`config.mk`:
```
export PLATFORM = sky130hd
export DESIGN_NAME = aes_out_buf
export DESIGN_NICKNAME = d
export VERILOG_FILES = /design/src/rtl/core/aes_pkg.sv /design/src/rtl/core/aes_out_buf.sv
export SDC_FILE = /design/constraint.sdc
export NUM_CORES = 1
export LEC_CHECK = 0
export ABC_AREA = 0
export BUFFER_PORTS_ARGS = -buffer_cell sky130_fd_sc_hd__buf_2
export CAP_MARGIN = 40
export CORE_MARGIN = 2
export CORE_UTILIZATION = 56
export DETAILED_ROUTE_END_ITERATION = 10
export PLACE_DENSITY = 0.83
export SLEW_MARGIN = 5
export SYNTH_ARGS = -nofsm -noshare
export SYNTH_HDL_FRONTEND = slang
export SYNTH_SLANG_ARGS = --single-unit
```
`constraint.sdc`:
```
create_clock -name clk -period 14.7 [get_ports clk]
set_input_delay 2.205 -clock clk [delete_from_list [all_inputs] [get_ports clk]]
set_output_delay 2.205 -clock clk [all_outputs]
set_load 0.02 [all_outputs]
```
`src/rtl/core/aes_pkg.sv`:
```
// Shared types, constants and byte functions for the AES-128 encryption pipeline.
package aes_pkg;

  localparam int unsigned NUM_ROUNDS = 10;
  localparam int unsigned BLOCK_W    = 128;
  localparam int unsigned HALF_W     = 64;
  localparam int unsigned CFG_IDX_W  = 8;

  localparam logic [7:0] RCON_FIRST = 8'h01;
  localparam logic [7:0] GF_POLY    = 8'h1b;

  localparam logic [CFG_IDX_W-1:0] REG_KEY_HIGH = 8'd0;
  localparam logic [CFG_IDX_W-1:0] REG_KEY_LOW  = 8'd1;

  typedef struct packed {
    logic               valid;
    logic [BLOCK_W-1:0] state;
    logic [BLOCK_W-1:0] rkey;
    logic [7:0]         rcon;
  } aes_stage_t;

  localparam logic [7:0] SBOX [256] = '{
    8'h63,8'h7c,8'h77,8'h7b,8'hf2,8'h6b,8'h6f,8'hc5,8'h30,8'h01,8'h67,8'h2b,8'hfe,8'hd7,8'hab,8'h76,
    8'hca,8'h82,8'hc9,8'h7d,8'hfa,8'h59,8'h47,8'hf0,8'had,8'hd4,8'ha2,8'haf,8'h9c,8'ha4,8'h72,8'hc0,
    8'hb7,8'hfd,8'h93,8'h26,8'h36,8'h3f,8'hf7,8'hcc,8'h34,8'ha5,8'he5,8'hf1,8'h71,8'hd8,8'h31,8'h15,
    8'h04,8'hc7,8'h23,8'hc3,8'h18,8'h96,8'h05,8'h9a,8'h07,8'h12,8'h80,8'he2,8'heb,8'h27,8'hb2,8'h75,
    8'h09,8'h83,8'h2c,8'h1a,8'h1b,8'h6e,8'h5a,8'ha0,8'h52,8'h3b,8'hd6,8'hb3,8'h29,8'he3,8'h2f,8'h84,
    8'h53,8'hd1,8'h00,8'hed,8'h20,8'hfc,8'hb1,8'h5b,8'h6a,8'hcb,8'hbe,8'h39,8'h4a,8'h4c,8'h58,8'hcf,
    8'hd0,8'hef,8'haa,8'hfb,8'h43,8'h4d,8'h33,8'h85,8'h45,8'hf9,8'h02,8'h7f,8'h50,8'h3c,8'h9f,8'ha8,
    8'h51,8'ha3,8'h40,8'h8f,8'h92,8'h9d,8'h38,8'hf5,8'hbc,8'hb6,8'hda,8'h21,8'h10,8'hff,8'hf3,8'hd2,
    8'hcd,8'h0c,8'h13,8'hec,8'h5f,8'h97,8'h44,8'h17,8'hc4,8'ha7,8'h7e,8'h3d,8'h64,8'h5d,8'h19,8'h73,
    8'h60,8'h81,8'h4f,8'hdc,8'h22,8'h2a,8'h90,8'h88,8'h46,8'hee,8'hb8,8'h14,8'hde,8'h5e,8'h0b,8'hdb,
    8'he0,8'h32,8'h3a,8'h0a,8'h49,8'h06,8'h24,8'h5c,8'hc2,8'hd3,8'hac,8'h62,8'h91,8'h95,8'he4,8'h79,
    8'he7,8'hc8,8'h37,8'h6d,8'h8d,8'hd5,8'h4e,8'ha9,8'h6c,8'h56,8'hf4,8'hea,8'h65,8'h7a,8'hae,8'h08,
    8'hba,8'h78,8'h25,8'h2e,8'h1c,8'ha6,8'hb4,8'hc6,8'he8,8'hdd,8'h74,8'h1f,8'h4b,8'hbd,8'h8b,8'h8a,
    8'h70,8'h3e,8'hb5,8'h66,8'h48,8'h03,8'hf6,8'h0e,8'h61,8'h35,8'h57,8'hb9,8'h86,8'hc1,8'h1d,8'h9e,
    8'he1,8'hf8,8'h98,8'h11,8'h69,8'hd9,8'h8e,8'h94,8'h9b,8'h1e,8'h87,8'he9,8'hce,8'h55,8'h28,8'hdf,
    8'h8c,8'ha1,8'h89,8'h0d,8'hbf,8'he6,8'h42,8'h68,8'h41,8'h99,8'h2d,8'h0f,8'hb0,8'h54,8'hbb,8'h16
  };

  function automatic logic [7:0] sbox(input logic [7:0] b);
    return SBOX[b];
  endfunction

  function automatic logic [7:0] xtime(input logic [7:0] b);
    return {b[6:0], 1'b0} ^ (b[7] ? GF_POLY : 8'h00);
  endfunction

  // Byte 0 of a column sits in the top bits.
  function automatic logic [31:0] mix_column(input logic [31:0] col);
    logic [7:0] a, b, d, e, x;
    a = col[31:24];
    b = col[23:16];
    d = col[15:8];
    e = col[7:0];
    x = a ^ b ^ d ^ e;
    return {a ^ x ^ xtime(a ^ b), b ^ x ^ xtime(b ^ d),
            d ^ x ^ xtime(d ^ e), e ^ x ^ xtime(e ^ a)};
  endfunction

endpackage

```
`src/rtl/core/aes_out_buf.sv`:
```
// Output register with a skid stage that lets the round chain run while the receiver stalls, until the skid is full.
module aes_out_buf (
  input  logic                        clk,
  input  logic                        rst_n,
  input  logic                        in_valid,
  input  logic [aes_pkg::BLOCK_W-1:0] in_data,
  output logic                        in_ready,
  output logic                        out_valid,
  output logic [aes_pkg::BLOCK_W-1:0] out_data,
  input  logic                        out_ready
);

  logic                        out_v_r, out_v_nxt;
  logic                        skid_v_r, skid_v_nxt;
  logic [aes_pkg::BLOCK_W-1:0] out_d_r, out_d_nxt;
  logic [aes_pkg::BLOCK_W-1:0] skid_d_r, skid_d_nxt;
  logic                        take, incoming;

  assign in_ready = !skid_v_r;
  assign take     = out_v_r && out_ready;
  assign incoming = in_valid && !skid_v_r;

  always_comb begin
    out_v_nxt  = out_v_r;
    skid_v_nxt = skid_v_r;
    out_d_nxt  = out_d_r;
    skid_d_nxt = skid_d_r;
    if (skid_v_r) begin
      if (take) begin
        out_d_nxt  = skid_d_r;
        skid_v_nxt = 1'b0;
      end
    end else if (incoming) begin
      if (!out_v_r || take) begin
        out_d_nxt = in_data;
        out_v_nxt = 1'b1;
      end else begin
        skid_d_nxt = in_data;
        skid_v_nxt = 1'b1;
      end
    end else if (take) begin
      out_v_nxt = 1'b0;
    end
  end

  always_ff @(posedge clk) begin
    if (!rst_n) begin
      out_v_r  <= 1'b0;
      skid_v_r <= 1'b0;
    end else begin
      out_v_r  <= out_v_nxt;
      skid_v_r <= skid_v_nxt;
    end
  end

  always_ff @(posedge clk) begin
    out_d_r  <= out_d_nxt;
    skid_d_r <= skid_d_nxt;
  end

  assign out_valid = out_v_r;
  assign out_data  = out_d_r;

endmodule

```
==> impl_metrics.csv <==
group,metric,value,unit
synthesis,synth_top_area_cell,"edfxtp_1",
min_path,hold-path-endpoint,"out_data[83]",
synthesis,yosysUniqueCellTypes,16,
timing,worstMarginPinSlew,0.891,ns
setup_path,cp_max_fo,69,
placement,portBuffers,261,
setup_path,r2r_start,"skid_v_r",
grt,grt_max_degree,70,
power,power.leakage,4.61,nW
grt,grt_pass1_vias,5188,
timing,min_period_over_period,26.9,%
floorplan,std_cell_rows,47,
timing,hold_viol_final,0,
finish,multi_input_comb_area,1760,um^2
timing,tns,0,ns
timing,period_minus_slack,3.96,ns
cts,numCtsBuffers,26,
cts,clock_path_buffers,3,
finish,layout.nets,825,
power,power_density,140,nW/um^2
cts,post_cts_buffers,0,
floorplan,core_region_area,16700,um^2
placement,post-place-ws,10.19,ns
timing,drv_slew,0,
grt,overflow,0,
setup_path,r2r-end,"skid_d_r[18]",
setup_path,reg2reg_depth,3,
route,ant_nets,0,
route,num_vias,4918,
route,vias_per_cell,5.26,
synthesis,synth-warning-count,0,
synthesis,syn_inst,413,
placement,gp_congestion,0.757,
setup_path,worstPathArrival,4.09,ns
run_status,status,"finished, final reports clean",
route,drtPass1Iterations,5,
grt,grt_pass1_wl,28.0,mm
finish,drive_above_1_share,60.9,%
route,drt-total-wl,18.8,mm
floorplan,die_x,135,um
floorplan,start_util,57.6,%
finish,seqCellArea,7730,um^2
floorplan,ios,262,
setup_path,required,14.83,ns
cts,cts_sinks,258,
setup_path,crit_path_end_kind,"flop",
grt,antenna_found_initial,4,
route,drc_errors,0,
timing,setup_viol,0,
cts,path_clk_slew,0.06,ns
cts,cts-resized-gates,0,
finish,area_growth,24.7,%
floorplan,die-height,135,um
synthesis,syn-num-nets,545,
route,post_drt_wl_per_cell,20.1,um
timing,timing.slew.headroom,40.6,%
timing,rsz0062_at_grt,"no",
synthesis,post-synth-top-area-fraction,79.9,%
min_path,min_from,"skid_d_r[83]",
grt,track_usage,20.1,%
setup_path,reg2reg_slack,12.09,ns
floorplan,die_area,18200,um^2
finish,nFillCells,1040,
timing,clock_skew,0.00509,ns
cts,cts-root-buf,"clkbuf_16",
synthesis,ys_seq_area_share,80.3,%
cts,tritoncts,"built",
route,drt_iter0_drc,269,
cts,worstSkewPairLatency,0.51,ns
min_path,whs_path_depth,1,
timing,clock.fmax,253,MHz
cts,htreeDepth,1,
power,ir_worst_vdd,0.104,mV
finish,mostFrequentLayoutCells,"buf_2, edfxtp_1, mux2_4",
placement,hpwl,12.5,mm
synthesis,synth_area,9620,um^2
job,drv_cap,0,
setup_path,path_class,"primary input to flop",
cts,hold_buffers,0,
synthesis,avgSynthCellArea,23.3,um^2
min_path,hp-class,"flop to flop",
finish,layout_commonest_cell,"buf_2",
setup_path,startpoint_type,"primary input",
synthesis,synth-seq-cells,258,
timing,final.setup.worst_slack,10.74,ns
synthesis,yosys-top-cells-area,"edfxtp_1, mux2_4, mux2_2, buf_6, dfxtp_1",
-- how the worst max path moves through the flow --
stage,from,endpoint,slack (ns),cells after the start
floorplan,in_valid,out_data[0],5.58,2
global placement,out_ready,skid_d_r[35],10.23,4
CTS,out_ready,skid_d_r[35],10.71,4
global route,out_ready,skid_d_r[35],10.58,4
finish,out_ready,skid_d_r[18],10.74,4
detailed placement,out_ready,skid_d_r[101],10.19,4
-- layout make-up --
type / instances / share of cell area [%]
Antenna cell: 4 / 0.0834
Timing Repair Buffer: 267 / 11.6
Sequential cell: 258 / 64.5
Clock inverter: 16 / 1.06
Clock buffer: 30 / 5.73
Multi-Input combinational cell: 137 / 14.7
Inverter: 3 / 0.0939
Tap cell: 220 / 2.29
-- cell usage after synthesis --
library cell	count
a21oi_1	2
and4_1	1
mux2i_1	1
o21ai_1	1
buf_6	8
mux2_4	66
buf_2	6
nor2b_1	1
inv_1	3
buf_8	1
a211oi_1	1
mux2_2	62
nand3b_1	1
dfxtp_1	2
nand2_1	1
edfxtp_1	256
-- logic make-up after synthesis --
group                  count (synthesis)  synth area share (%)
buffers and inverters                 18                  1.52
and+or+nand+nor                        4                 0.273
DFF                                  258                  80.3
muxes                                129                  17.7
AOI/OAI and AO/OA                      4                 0.234
-- metrics by stage --
step	hold slack (ns)	cells	total power [W]	util [%]	cell area [um^2]
CTS	0.547	931	0.00169	71.8	12000
detailed placement	0.532	885	0.00107	66.9	11200
global route	0.559	935	0.00173	71.8	12000
floorplan	0.523	413	0.00100	-	9620
global placement	0.527	883	0.00106	66.6	11100
finish	0.545	935	0.00168	71.8	12000
-- layer usage --
| layer | wire length, um | track usage [%] |
|---|---|---|
| met1 | 7170 | 24.8 |
| met2 | 9860 | 35.3 |
| met3 | 1390 | 4.80 |
| met4 | 416 | 6.31 |
| met5 | 0 | 0 |
-- critical path: stages --
cell and delay, ns:
buf_2 0.11, inv_1 0.12, and4_4 0.78, buf_4 0.82
-- report_power, final --
group          internal [W]  total [W]  leakage (nW)  switching (W)
Sequential         0.000864   0.000877          2.41      0.0000135
Clock              0.000368   0.000626         0.401       0.000258
Combinational     0.0000714   0.000172          1.79       0.000101
Total               0.00130    0.00168          4.61       0.000372
-- state kept, by name, indices dropped and copies added (netlist names) --
register and cells:
out_data 128, skid_d_r 128, out_valid 1, skid_v_r 1
No activity file was read; power rests on OpenSTA's default activity.
